$ cat config.mk
export PLATFORM = sky130hd
export DESIGN_NAME = pfc_div_step
export DESIGN_NICKNAME = d
export VERILOG_FILES = /design/src/rtl/core/pfc_pkg.sv /design/src/rtl/core/pfc_div_step.sv
export SDC_FILE = /design/constraint.sdc
export NUM_CORES = 1
export LEC_CHECK = 0
export ABC_AREA = 0
export BUFFER_PORTS_ARGS = -buffer_cell sky130_fd_sc_hd__clkbuf_2
export CAP_MARGIN = 10
export CORE_AREA = 2 2 237 239
export CTS_CLUSTER_DIAMETER = 150
export DETAILED_ROUTE_END_ITERATION = 12
export DIE_AREA = 0 0 239 241
export PLACE_DENSITY = 0.55
export SETUP_SLACK_MARGIN = 0.05
export SLEW_MARGIN = 20
export SYNTH_ARGS = -nofsm -noshare
export SYNTH_HDL_FRONTEND = slang
export SYNTH_SLANG_ARGS = --single-unit
$ cat constraint.sdc
create_clock -name aclk -period 3.2 [get_ports aclk]
set_input_delay 0.32 -clock aclk [delete_from_list [all_inputs] [get_ports aclk]]
set_output_delay 0.32 -clock aclk [all_outputs]
set_load 0.01 [all_outputs]
$ cat src/rtl/core/pfc_pkg.sv
// Shared types and constants for the pixel format converter.
// Format codes, register indexes, lane layout and the divider bundle.
// No dependencies.
`default_nettype none

package pfc_pkg;

    typedef enum logic [2:0] {
        FMT_GRAY8    = 3'd0,
        FMT_RGB555   = 3'd1,
        FMT_RGB565   = 3'd2,
        FMT_RGB888   = 3'd3,
        FMT_RGBA8888 = 3'd4,
        FMT_RGB16    = 3'd5,
        FMT_RGBA16   = 3'd6
    } pfc_fmt_t;

    localparam int CFG_IDX_W  = 3;
    localparam int CFG_DATA_W = 16;

    localparam logic [CFG_IDX_W-1:0] CFG_SRC_FMT   = 3'd0;
    localparam logic [CFG_IDX_W-1:0] CFG_DST_FMT   = 3'd1;
    localparam logic [CFG_IDX_W-1:0] CFG_PREMUL    = 3'd2;
    localparam logic [CFG_IDX_W-1:0] CFG_W_RED     = 3'd3;
    localparam logic [CFG_IDX_W-1:0] CFG_W_GREEN   = 3'd4;
    localparam logic [CFG_IDX_W-1:0] CFG_W_BLUE    = 3'd5;

    localparam int PIX_W  = 64;
    localparam int WORD_W = 32;
    localparam int CH_W   = 16;
    localparam int NUM_W  = 32;
    localparam int REM_W  = 48;
    localparam int SUM_W  = 50;
    localparam int GSH_W  = 58;
    localparam int QUO_W  = 16;
    localparam int WFRAC  = 16;

    localparam int NCOLOR = 3;
    localparam int NLANE  = 4;
    localparam int LANE_R = 0;
    localparam int LANE_G = 1;
    localparam int LANE_B = 2;
    localparam int LANE_A = 3;

    localparam int FRONT_STAGES = 5;
    localparam int DIV_STEPS    = QUO_W;
    localparam int PACK_STAGES  = 1;
    localparam int NUM_STAGES   = FRONT_STAGES + DIV_STEPS + PACK_STAGES;

    localparam logic [CH_W-1:0] MAX5   = 16'd31;
    localparam logic [CH_W-1:0] MAX6   = 16'd63;
    localparam logic [CH_W-1:0] MAX8   = 16'd255;
    localparam logic [CH_W-1:0] MAX16  = 16'd65535;
    localparam logic [CH_W-1:0] DEN565 = 16'd1953;

    localparam logic [CH_W-1:0] RST_W_RED   = 16'd13933;
    localparam logic [CH_W-1:0] RST_W_GREEN = 16'd46871;
    localparam logic [CH_W-1:0] RST_W_BLUE  = 16'd4732;

    typedef struct packed {
        pfc_fmt_t        src_fmt;
        pfc_fmt_t        dst_fmt;
        logic            premul;
        logic [CH_W-1:0] w_red;
        logic [CH_W-1:0] w_green;
        logic [CH_W-1:0] w_blue;
    } pfc_cfg_t;

    typedef struct packed {
        logic [NLANE-1:0][REM_W-1:0] rem;
        logic [NLANE-1:0][QUO_W-1:0] quo;
        logic [NUM_W-1:0]            den;
        logic [CH_W-1:0]             alpha_den;
    } pfc_div_t;

endpackage

`default_nettype wire

$ cat src/rtl/core/pfc_div_step.sv
// One restoring division step for all four lanes, one quotient bit per stage.
// Color lanes divide by den, the alpha lane by alpha_den. Uses pfc_pkg.
`default_nettype none

module pfc_div_step import pfc_pkg::*; #(
    parameter int BIT = QUO_W - 1
) (
    input  wire logic     aclk,
    input  wire logic     en,
    input  wire pfc_div_t div_in,
    output pfc_div_t      div_out
);

    pfc_div_t         step_next, step_reg;
    logic [REM_W-1:0] trial;

    always_comb begin
        step_next = div_in;
        trial     = '0;
        for (int l = 0; l < NLANE; l++) begin
            trial = (l == LANE_A) ? (REM_W'(div_in.alpha_den) << BIT)
                                  : (REM_W'(div_in.den) << BIT);
            if (div_in.rem[l] >= trial) begin
                step_next.rem[l]      = div_in.rem[l] - trial;
                step_next.quo[l][BIT] = 1'b1;
            end
        end
    end

    always_ff @(posedge aclk) begin
        if (en) begin
            step_reg <= step_next;
        end
    end

    assign div_out = step_reg;

endmodule

`default_nettype wire

==> flow_summary.toml <==
[run_status]
outcome = "completed"

[pwr]
ir_worst_vdd_v = 0.000336
pwr-share-comb_pct = 26.3
power_w = 0.0130
p_per_area_mw_per_mm2 = 500
cellLeakagePower_nw = 11.7
switching_share_pct = 30.0
pwr-share-seq_pct = 39.3
switchingPower_w = 0.00389
intPower_w = 0.00907
clkPwrFrac_pct = 34.4

[clock_tree]
clock_sinks = 304
path_clk_slew_ns = 0.06
cts.path.max_buffers = 3
numCtsBuffers = 38
cts_tree = "yes"
post_cts_buffers = 0
h-tree-depth = 2
cts-root-buf = "clkbuf_16"

[synthesis]
synthArstFlopShare_pct = 0
synthFlopType = "edfxtp_1"
syn_nets = 2003
synth_area_leaders = "edfxtp_1, ha_1, a21oi_1, nand2_1, xnor2_1"
ys.warnings.count = 0
yosysMostFrequentCell = "edfxtp_1"
synth.top_cell.area_share_pct = 52.6
synth-edff-count = 304
syn_area_per_cell_um2 = 11.0
ys_ff_latch = 304
synthTopCellsByCount = "edfxtp_1, nand2_1, a21oi_1"
netlist_area_mm2 = 0.0174
yosys.area.top_type = "edfxtp_1"
synthDistinctLibCells = 73
synthCells = 1581
synth.yosys.seq_area_share_pct = 52.6

[drt]
post_drt_wl_per_cell_um = 22.1
routed_wl_um = 73000
ant_nets = 0
vias = 16581
vias_per_cell = 5.02
drt_first_pass_iters = 5
route.detailed.drc = 0
drt_iter0_drc = 1015

[global_routing]
grtUsageTotal_pct = 24.2
grt_max_degree = 79
grt_pass1_vias = 16469
grt_pass1_wl_um = 103000
antenna_found_initial = 7
overflow = 0

[critical_path]
crit_slowest_cell = "dlygate4sd3_1"
cp_top_family = "simple AND/OR/NAND/NOR gates"
crit_path_start_kind = "primary input"
critPathArrivalTime_ns = 3.35
crit_start = "div_in[31]"
cp_cell_sequence = "dlygate4sd3_1, clkbuf_2, inv_1, buf_12, ha_1, a21oi_2, nor2b_1, nor4_2, o211ai_1, and4b_1, o21a_1, or4_1, o211a_1"
cp-end-kind = "flip-flop"
path_class = "primary input to flip-flop"
cp_num_buf_inv = 4
cpPeakStageDelay_ns = 0.53
cp.required_ns = 3.51
crit_fanout = 6

[floorplan]
core_mm2 = 0.0549
die_w_um = 239
ios = 610
initial_core_util_pct = 31.6
num_rows = 86
die_h_um = 241
dieArea_mm2 = 0.0576

[timing]
min_period_ns = 3.04
drv_slew = 0
rsz0062_at_grt = "false"
tightest_slew_ns = 0.853
setup_violations = 0
post-route-period-util_pct = 95.1
relSlewSlack_pct = 42.7
timing.setup.tns_ns = 0
hold_violations = 0
fmax_ghz = 0.329

[finish]
num-nets-final = 2989
area_growth_pct = 49.4
final_util_pct = 47.3
multiInputGateArea_mm2 = 0.00789
finalNonFillerCells = 3303
fillCellCount = 5179
largest_reg_flops = 304
drive_above_1_share_pct = 35.6
seqCellArea_mm2 = 0.00913
stdcell_area_mm2 = 0.0259

[run]
cap_violations = 0

[placement]
numPlacedInstances = 3070
hpwl_um = 58300
place_congestion = 0.945
place_area_mm2 = 0.0229
io_buffer_count = 609

[min_path]
hp-start = "div_in[111]"
hp-class = "primary input to flip-flop"
-- cells in the final DEF (no fill, tap or decap), drive strengths merged, types with 6 or more instances in the layout --
cell type	n
xor2	42
clkbuf	650
o31ai	18
o21a	25
a211o	9
o211a	6
edfxtp	304
a31oi	16
nor2	92
a21oi	116
a311oi	6
inv	82
and3	15
or3	7
o211ai	10
a2111oi	10
nand4	23
a21o	60
dlygate4sd3	161
nor4	21
nand2	151
a211oi	20
o21ai	116
ha	112
and4	6
buf	217
and2	10
a21boi	8
o21bai	15
nor2b	19
or2	9
clkinv	18
nor3	34
xnor2	57
nand3	31
nand2b	19
-- power by group through the flow --
stage               registers, W  clock network, W  logic, W
floorplan                0.00536                 0   0.00134
global placement         0.00517                 0   0.00321
detailed placement       0.00516                 0   0.00320
CTS                      0.00509           0.00457   0.00339
global route             0.00512           0.00473   0.00371
finish                   0.00509           0.00446   0.00341
-- stage by stage --
stage	hold WS [ns]	setup slack, ns
3_3_place_gp	0.498	-0.600
5_1_grt	0.0109	0.0327
6_report	0.0377	0.157
2_1_floorplan	0.419	0.345
4_1_cts	0.00400	0.0687
3_5_place_dp	0.499	-0.548
-- kinds of logic after synthesis --
family          count (synthesis)  share of synthesized area [%]
xor+xnor                       99                           4.99
simple gates                  471                           13.6
mux                             5                          0.324
fa+ha+maj                     116                           8.53
compound gates                464                           17.2
buf+inv                       122                           2.78
flops                         304                           52.6
-- layout make-up --
cell class	instances	share of cell area, %
Sequential cell	304	35.2
Multi-Input combinational cell	1155	30.4
Timing Repair Buffer	986	24.8
Clock buffer	42	3.81
Tap cell	704	3.40
Inverter	82	1.19
Clock inverter	26	1.10
Antenna cell	4	0.0386
-- routing by layer --
layer | part of all wire [%] | track usage (%)
met2 | 48 | 41.0
met4 | 3.6 | 9.39
met3 | 7.3 | 6.36
met5 | 0.21 | 1.52
met1 | 41 | 29.2
-- what timing repair did --
item	4_1_cts	5_1_grt
hold endpoints to repair	161	0
hold buffers	161	0
pin swaps	0	1
resized for setup	1	24
endpoints found under the setup margin	1	66
-- path summary, 6_finish.rpt --
check / end / cells after the start / slack, ns
worst max-delay path: div_out[249] / 13 / 0.16
worst min-delay path: div_out[111] / 2 / 0.04
Power figures use the tool's default switching activity.
