==> src/rtl/core/pfc_pkg.sv <==
// Shared types and constants for the pixel format converter.
// Format codes, register indexes, lane layout and the divider bundle.
// No dependencies.
`default_nettype none

package pfc_pkg;

    typedef enum logic [2:0] {
        FMT_GRAY8    = 3'd0,
        FMT_RGB555   = 3'd1,
        FMT_RGB565   = 3'd2,
        FMT_RGB888   = 3'd3,
        FMT_RGBA8888 = 3'd4,
        FMT_RGB16    = 3'd5,
        FMT_RGBA16   = 3'd6
    } pfc_fmt_t;

    localparam int CFG_IDX_W  = 3;
    localparam int CFG_DATA_W = 16;

    localparam logic [CFG_IDX_W-1:0] CFG_SRC_FMT   = 3'd0;
    localparam logic [CFG_IDX_W-1:0] CFG_DST_FMT   = 3'd1;
    localparam logic [CFG_IDX_W-1:0] CFG_PREMUL    = 3'd2;
    localparam logic [CFG_IDX_W-1:0] CFG_W_RED     = 3'd3;
    localparam logic [CFG_IDX_W-1:0] CFG_W_GREEN   = 3'd4;
    localparam logic [CFG_IDX_W-1:0] CFG_W_BLUE    = 3'd5;

    localparam int PIX_W  = 64;
    localparam int WORD_W = 32;
    localparam int CH_W   = 16;
    localparam int NUM_W  = 32;
    localparam int REM_W  = 48;
    localparam int SUM_W  = 50;
    localparam int GSH_W  = 58;
    localparam int QUO_W  = 16;
    localparam int WFRAC  = 16;

    localparam int NCOLOR = 3;
    localparam int NLANE  = 4;
    localparam int LANE_R = 0;
    localparam int LANE_G = 1;
    localparam int LANE_B = 2;
    localparam int LANE_A = 3;

    localparam int FRONT_STAGES = 5;
    localparam int DIV_STEPS    = QUO_W;
    localparam int PACK_STAGES  = 1;
    localparam int NUM_STAGES   = FRONT_STAGES + DIV_STEPS + PACK_STAGES;

    localparam logic [CH_W-1:0] MAX5   = 16'd31;
    localparam logic [CH_W-1:0] MAX6   = 16'd63;
    localparam logic [CH_W-1:0] MAX8   = 16'd255;
    localparam logic [CH_W-1:0] MAX16  = 16'd65535;
    localparam logic [CH_W-1:0] DEN565 = 16'd1953;

    localparam logic [CH_W-1:0] RST_W_RED   = 16'd13933;
    localparam logic [CH_W-1:0] RST_W_GREEN = 16'd46871;
    localparam logic [CH_W-1:0] RST_W_BLUE  = 16'd4732;

    typedef struct packed {
        pfc_fmt_t        src_fmt;
        pfc_fmt_t        dst_fmt;
        logic            premul;
        logic [CH_W-1:0] w_red;
        logic [CH_W-1:0] w_green;
        logic [CH_W-1:0] w_blue;
    } pfc_cfg_t;

    typedef struct packed {
        logic [NLANE-1:0][REM_W-1:0] rem;
        logic [NLANE-1:0][QUO_W-1:0] quo;
        logic [NUM_W-1:0]            den;
        logic [CH_W-1:0]             alpha_den;
    } pfc_div_t;

endpackage

`default_nettype wire

==> src/rtl/core/pfc_pack.sv <==
// Packs the quotients into the destination format, clamps gray, zeroes
// unknown format codes. One register stage. Uses pfc_pkg.
`default_nettype none

module pfc_pack import pfc_pkg::*; (
    input  wire logic       aclk,
    input  wire logic       en,
    input  wire pfc_cfg_t   cfg,
    input  wire pfc_div_t   div_in,
    output logic [PIX_W-1:0] pixel_out
);

    logic [NLANE-1:0][QUO_W-1:0] q;
    logic [7:0]                  gray;
    logic [WORD_W-1:0]           lo;
    logic [WORD_W-1:0]           hi;
    logic [PIX_W-1:0]            pixel_next, pixel_reg;

    assign q    = div_in.quo;
    assign gray = (q[LANE_R] > MAX8) ? 8'hFF : q[LANE_R][7:0];

    always_comb begin
        lo = '0;
        hi = '0;
        case (cfg.dst_fmt)
            FMT_GRAY8:  lo = WORD_W'(gray);
            FMT_RGB555: lo = WORD_W'({q[LANE_R][4:0], q[LANE_G][4:0], q[LANE_B][4:0]});
            FMT_RGB565: lo = WORD_W'({q[LANE_R][4:0], q[LANE_G][5:0], q[LANE_B][4:0]});
            FMT_RGB888: lo = WORD_W'({q[LANE_R][7:0], q[LANE_G][7:0], q[LANE_B][7:0]});
            FMT_RGBA8888: begin
                lo = {q[LANE_A][7:0], q[LANE_R][7:0], q[LANE_G][7:0], q[LANE_B][7:0]};
            end
            FMT_RGB16: begin
                lo = {q[LANE_G], q[LANE_R]};
                hi = WORD_W'(q[LANE_B]);
            end
            FMT_RGBA16: begin
                lo = {q[LANE_G], q[LANE_R]};
                hi = {q[LANE_A], q[LANE_B]};
            end
            default: ;
        endcase
        if (cfg.src_fmt > FMT_RGBA16) begin
            lo = '0;
            hi = '0;
        end
        pixel_next = {hi, lo};
    end

    always_ff @(posedge aclk) begin
        if (en) begin
            pixel_reg <= pixel_next;
        end
    end

    assign pixel_out = pixel_reg;

endmodule

`default_nettype wire

==> config.mk <==
export PLATFORM = sky130hd
export DESIGN_NAME = pfc_pack
export DESIGN_NICKNAME = d
export VERILOG_FILES = /design/src/rtl/core/pfc_pkg.sv /design/src/rtl/core/pfc_pack.sv
export SDC_FILE = /design/constraint.sdc
export NUM_CORES = 1
export LEC_CHECK = 0
export ABC_CLOCK_PERIOD_IN_PS = 5100
export BUFFER_PORTS_ARGS = -buffer_cell sky130_fd_sc_hd__buf_2
export CORE_AREA = 2 2 167 169
export DETAILED_ROUTE_END_ITERATION = 8
export DIE_AREA = 0 0 169 171
export GPL_TIMING_DRIVEN = 0
export SLEW_MARGIN = 20
export SYNTH_ARGS = -nofsm -noshare
export SYNTH_HDL_FRONTEND = slang
export SYNTH_SLANG_ARGS = --single-unit
==> constraint.sdc <==
create_clock -name aclk -period 5.1 [get_ports aclk]
set_input_delay 1.275 -clock aclk [delete_from_list [all_inputs] [get_ports aclk]]
set_output_delay 1.275 -clock aclk [all_outputs]
set_load 0.05 [all_outputs]
==> results.yml, run 1 <==
final_layout:
  drive_above_1_share: 0.375
  syn2layout_area_growth_pct: 41.7
  seqCellArea_sq_um: 1920
  diodes: 0
  final_util: 0.178
  largest_reg_flops: 64
  final_nets: 825
  n_fill_cell: 3062
  multi_input_area_sq_um: 1380
status:
  status: "finished, final reports clean"
timing:
  final_hold_viol_count: 0
  setup_tns_ns: 0
  grt_setup_unrepaired: "false"
  worst_slew_pin_slew_ns: 0.653
  setup_violations: 0
  fin_crit_sh: 0.519
  fin_crit_ns: 2.65
  slew_violations: 0
  slew-limit-headroom: 0.565
  fmax_ghz: 0.377
yosys:
  ys_seq_area_frac: 0.561
  avgSynthCellArea_sq_um: 10.8
  synth_nets: 678
  synth_area_sq_um: 3430
  synth_top_area_frac: 0.561
  synth_ff_type: "edfxtp_1"
  synthTopCellsByArea: "edfxtp_1 56%, and2_1 5.8%, mux2i_1 4.4%"
  yosysWarnings: 0
  ys_types: 34
  synthMostInstantiatedCell: "edfxtp_1"
  synth_common_cells: "64 x edfxtp_1, 39 x nor2_1, 32 x and2_1, 27 x a21oi_1, 26 x nand2_1"
  yosysTopAreaCell: "edfxtp_1"
  synth_seq_cells: 64
  synth-edff-count: 64
  synthCells: 317
  async_flop_share: 0
pwr:
  power.internal_uw: 1110
  powerDensity_nw_per_um2: 342
  power_frac_clock: 0.377
  power_frac_seq: 0.385
  combPwrFrac: 0.237
  power_switching_share: 0.331
  leakage_uw: 0.00199
  irDropWorstVdd_v: 0.000129
  p_sw_uw: 550
clock_network:
  path_clk_slew_ns: 0.06
  postCtsHoldBufs: 0
  cts_max_level: 3
  post_cts_buffers: 0
  cts_sinks: 64
  cts.path.max_buffers: 2
  postCtsResizedCells: 0
  numCtsBuffers: 9
  cts_root_buf: "clkbuf_16"
  cts_tree: "yes"
global_route:
  grt_overflow: 0
  grt_max_degree: 38
  antenna_found_initial: 3
  grt_usage: 0.100
  grt_pass1_wl_microns: 20800
  first_global_vias: 3140
hold_path:
  hold_depth: 2
  whs_endpoint: "pixel_out[40]"
  worstHoldPathType: "input port to flip-flop"
  worstHoldStart: "div_in[88]"
setup_path:
  required_ns: 5.22
  cp_data_arrival_time_ns: 2.77
  cp-start-kind: "input port"
  end_kind: "flip-flop"
  critical_path_class: "input port to flip-flop"
  crit_fanout: 10
die:
  die_width_microns: 169
  die_height_microns: 171
  die_area_sq_um: 28900
  core_area_sq_um: 27300
  num_rows: 61
  initial_core_util: 0.125
  ios: 425
routing:
  first_pass_iters: 5
  vias: 3118
  drt.antenna.violating_nets: 0
  drc_errors: 0
  wl_per_cell_microns: 17.7
  viasPerCell: 3.83
  wl_microns: 14500
  drt_first_iter_violations: 225
place:
  io_buffers: 135
  hpwl_microns: 11600
  place.gp.congestion: 0.847
run:
  max_cap_violations: 0
## cell usage in the layout, fill, tap and decap left out, types with 2 or more instances in the layout
| cell | synthesis | layout |
|---|---|---|
| buf_2 | 14 | 148 |
| edfxtp_1 | 64 | 64 |
| nor2_1 | 39 | 39 |
| and2_1 | 32 | 32 |
| a21oi_1 | 27 | 27 |
| nand2_1 | 26 | 26 |
| mux2i_1 | 15 | 15 |
| nor2b_1 | 10 | 10 |
| a31oi_1 | 9 | 9 |
| clkbuf_16 | 0 | 9 |
| a22oi_1 | 8 | 8 |
| nand2b_1 | 7 | 7 |
| mux2_2 | 7 | 7 |
| o21ai_0 | 7 | 7 |
| clkbuf_1 | 5 | 6 |
| a21o_1 | 6 | 6 |
| nand3_1 | 5 | 5 |
| a222oi_1 | 4 | 4 |
| inv_1 | 4 | 4 |
| o2bb2ai_1 | 3 | 3 |
| a211oi_1 | 3 | 3 |
| o22a_1 | 3 | 3 |
| a22o_1 | 3 | 3 |
| clkinvlp_4 | 0 | 3 |
| buf_4 | 1 | 2 |
| nor4_1 | 2 | 2 |
| nor3b_1 | 2 | 2 |
| o211ai_1 | 2 | 2 |
| a2bb2o_1 | 2 | 2 |
| clkinv_4 | 0 | 2 |
## routing by layer
metal	GRT usage	wire length [microns]	up-vias
li1	-	-	1454
met1	0.130	6440	1477
met2	0.147	6140	168
met3	0.0525	1680	17
met4	0.0234	175	2
met5	0	18	-
## worst max path at each step
stage	cells past startpoint	to	startpoint	slack, ns
6_report	7	pixel_out[6]	cfg[51]	2.45
3_3_place_gp	7	pixel_out[10]	cfg[51]	2.15
5_1_grt	6	pixel_out[59]	cfg[49]	2.40
4_1_cts	7	pixel_out[10]	cfg[51]	2.52
3_5_place_dp	7	pixel_out[10]	cfg[51]	2.16
2_1_floorplan	6	pixel_out[38]	cfg[50]	2.61
## per-stage QoR
step                worst slack [ns]  power, uW  cells  hold slack, ns  instance area (sq um)
global route                    2.40       1730    815            1.21                   4860
floorplan                       2.61        905    317            1.39                   3430
global placement                2.15       1040    798            1.55                   4530
CTS                             2.52       1680    815            1.20                   4860
finish                          2.45       1660    815            1.21                   4860
detailed placement              2.16       1050    799            1.56                   4560
## final cells by class
class                           instances  area share
Tap cell                              346      0.0892
Sequential cell                        64       0.396
Buffer                                 21      0.0222
Multi-Input combinational cell        227       0.284
Clock inverter                          6      0.0144
Timing Repair Buffer                  136       0.144
Clock buffer                           10      0.0472
Inverter                                5     0.00386
## power by group through the flow
stage | Sequential [uW] | Combinational (uW) | Clock, uW
6_report | 641 | 394 | 627
4_1_cts | 641 | 396 | 641
3_3_place_gp | 651 | 394 | 0
2_1_floorplan | 807 | 98.0 | 0
3_5_place_dp | 651 | 395 | 0
5_1_grt | 645 | 419 | 667
## cells by family after synthesis
kind of cell           count (synthesis)  synth area share
AO/OA/AOI/OAI                         77             0.148
buffers and inverters                 26            0.0369
multiplexers                          22            0.0668
AND/OR/NAND/NOR                      128             0.187
flip-flops                            64             0.561
## worst max-delay path: stages
cell and delay, ns:
buf_2 0.12, buf_4 0.18, buf_2 0.26, clkinv_1 0.33, nand3_1 0.20, o211ai_1 0.10
a21oi_1 0.31
Power figures use the tool's default switching activity.
==> run 2, diff against run 1 <==
ABC_AREA = 1   (was default)
ABC_CLOCK_PERIOD_IN_PS = 2700   (was 5100)
CORE_AREA = 2 2 166 168   (was 2 2 167 169)
DIE_AREA = 0 0 168 170   (was 0 0 169 171)
clock period = 2.7 ns   (was 5.1 ns; I/O delays follow)
==> results.yml, run 2 <==
timing:
  fin_crit_sh: 0.730
  setup_tns_ns: 0
  worst_slew_pin_slew_ns: 0.573
  slew_violations: 0
  final_hold_viol_count: 0
  final.setup.worst_slack_ns: 0.728
  setup_violations: 0
  slew-limit-headroom: 0.618
  grt_setup_unrepaired: "false"
  fin_crit_ns: 1.97
  fmax_ghz: 0.507
clock_network:
  postCtsResizedCells: 0
  post_cts_buffers: 0
  cts.path.max_buffers: 2
  postCtsHoldBufs: 0
  cts_sinks: 64
  cts_max_level: 3
  cts_root_buf: "clkbuf_16"
  path_clk_slew_ns: 0.06
  numCtsBuffers: 9
  cts_tree: "yes"
yosys:
  synthTopCellsByArea: "edfxtp_1 64%, nand2_1 14%, nor2_1 6.5%"
  ys_seq_area_frac: 0.641
  synth-edff-count: 64
  synth_nets: 669
  synthCells: 308
  synth_seq_cells: 64
  synth_common_cells: "114 x nand2_1, 64 x edfxtp_1, 52 x nor2_1, 21 x inv_1, 12 x nand3_1"
  yosysWarnings: 0
  async_flop_share: 0
  yosysTopAreaCell: "edfxtp_1"
  synth_ff_type: "edfxtp_1"
  ys_types: 20
  synth_top_area_frac: 0.641
  synthMostInstantiatedCell: "nand2_1"
  synth_area_sq_um: 3000
  avgSynthCellArea_sq_um: 9.73
setup_path:
  critical_path_class: "input port to flip-flop"
  cp_top_family: "buffers and inverters"
  cp-start-kind: "input port"
  cp.depth: 5
  crit_chain: "buf_2 -> nand3_2 -> clkinv_1 -> clkbuf_1 -> nor2_1"
  slowest_delay_ns: 0.47
  path_buf_inv: 3
  slowest_stage: "clkbuf_1"
  cp_data_arrival_time_ns: 2.04
  crit_fanout: 10
  end_kind: "flip-flop"
  required_ns: 2.77
place:
  place.gp.congestion: 0.869
  place_ws_ns: 0.260
  postPlaceCellArea_sq_um: 4130
  io_buffers: 135
  hpwl_microns: 9860
hold_path:
  worstHoldPathType: "input port to flip-flop"
  hold_depth: 3
  worstHoldStart: "div_in[96]"
  whs_endpoint: "pixel_out[48]"
die:
  die_height_microns: 170
  die_width_microns: 168
  die_area_sq_um: 28600
  ios: 425
  core_area_sq_um: 26700
  num_rows: 60
  initial_core_util: 0.112
routing:
  routed-wl-met2_microns: 5280
  top_layer: "met4"
  first_pass_iters: 4
  wl_per_cell_microns: 15.1
  wl_met1_microns: 5280
  vias: 2783
  drc_errors: 0
  viasPerCell: 3.47
  wl_met3_microns: 1290
  drt.antenna.violating_nets: 0
  wl_microns: 12100
  drt_first_iter_violations: 220
global_route:
  grt_usage: 0.0862
  grt_overflow: 0
  antenna_found_initial: 8
  first_global_vias: 2796
  grt_max_degree: 46
  grt_pass1_wl_microns: 17700
pwr:
  irDropWorstVdd_v: 0.000396
  powerDensity_nw_per_um2: 690
  leakage_uw: 0.00198
  p_total_uw: 3060
final_layout:
  n_fill_cell: 2974
  drive_above_1_share: 0.367
  final_area_sq_um: 4430
  final_nets: 816
  largest_reg_flops: 64
  final_common_cell: "buf_2"
  final_cell_mix: "136 x buf_2, 114 x nand2_1, 64 x edfxtp_1, 52 x nor2_1, 21 x inv_1"
  syn2layout_area_growth_pct: 47.7
status:
  status: "finished, final reports clean"
run:
  max_cap_violations: 0
## run 2: cell count changes after synthesis, sizes merged, moves of 14 or more
cell / change
nand2: +92
and2: -32
a21oi: -19
inv: +19
mux2i: -15
nor2: +14
## run 2: area by class of cell
| type | instances | area, sq um | area share |
|---|---|---|---|
| Antenna cell | 1 | 2.50 | 0.000565 |
| Inverter | 24 | 90.1 | 0.0203 |
| Timing Repair Buffer | 136 | 706 | 0.159 |
| Clock buffer | 9 | 225 | 0.0508 |
| Sequential cell | 64 | 1920 | 0.434 |
| Buffer | 10 | 66.3 | 0.0150 |
| Multi-Input combinational cell | 210 | 920 | 0.208 |
| Tap cell | 341 | 427 | 0.0963 |
| Clock inverter | 7 | 71.3 | 0.0161 |
## run 2: worst max path at each step
stage,from,to
after global routing,cfg[52],pixel_out[27]
after CTS,cfg[52],pixel_out[27]
after detailed placement,cfg[52],pixel_out[29]
after global placement,cfg[52],pixel_out[30]
after floorplan,cfg[52],pixel_out[25]
final,cfg[52],pixel_out[27]
## run 2: stage by stage
stage                     utilization  hold slack (ns)  std cells
after floorplan                     -            0.787        308
after global placement          0.154            0.986        784
after detailed placement        0.155            0.993        785
after CTS                       0.166            0.635        801
after global routing            0.166            0.663        802
final                           0.166            0.652        802
## run 2: where the power goes
group	internal, uW	switching [uW]	leakage, uW	total [uW]
combinational	154	507	0.00123	660
clock	715	469	0.000139	1180
sequential	1190	21.4	0.000613	1210
## run 2: routing by layer
metal	vias up	GRT usage
met5	-	0
met4	0	0.0389
met3	16	0.0323
met2	160	0.127
met1	1291	0.111
li1	1316	-
## run 2: cell families after synthesis
group,Yosys count,share of synthesized area
buffers and inverters,34,0.0522
AOI/OAI and AO/OA,18,0.0388
and+or+nand+nor,192,0.268
DFF,64,0.641
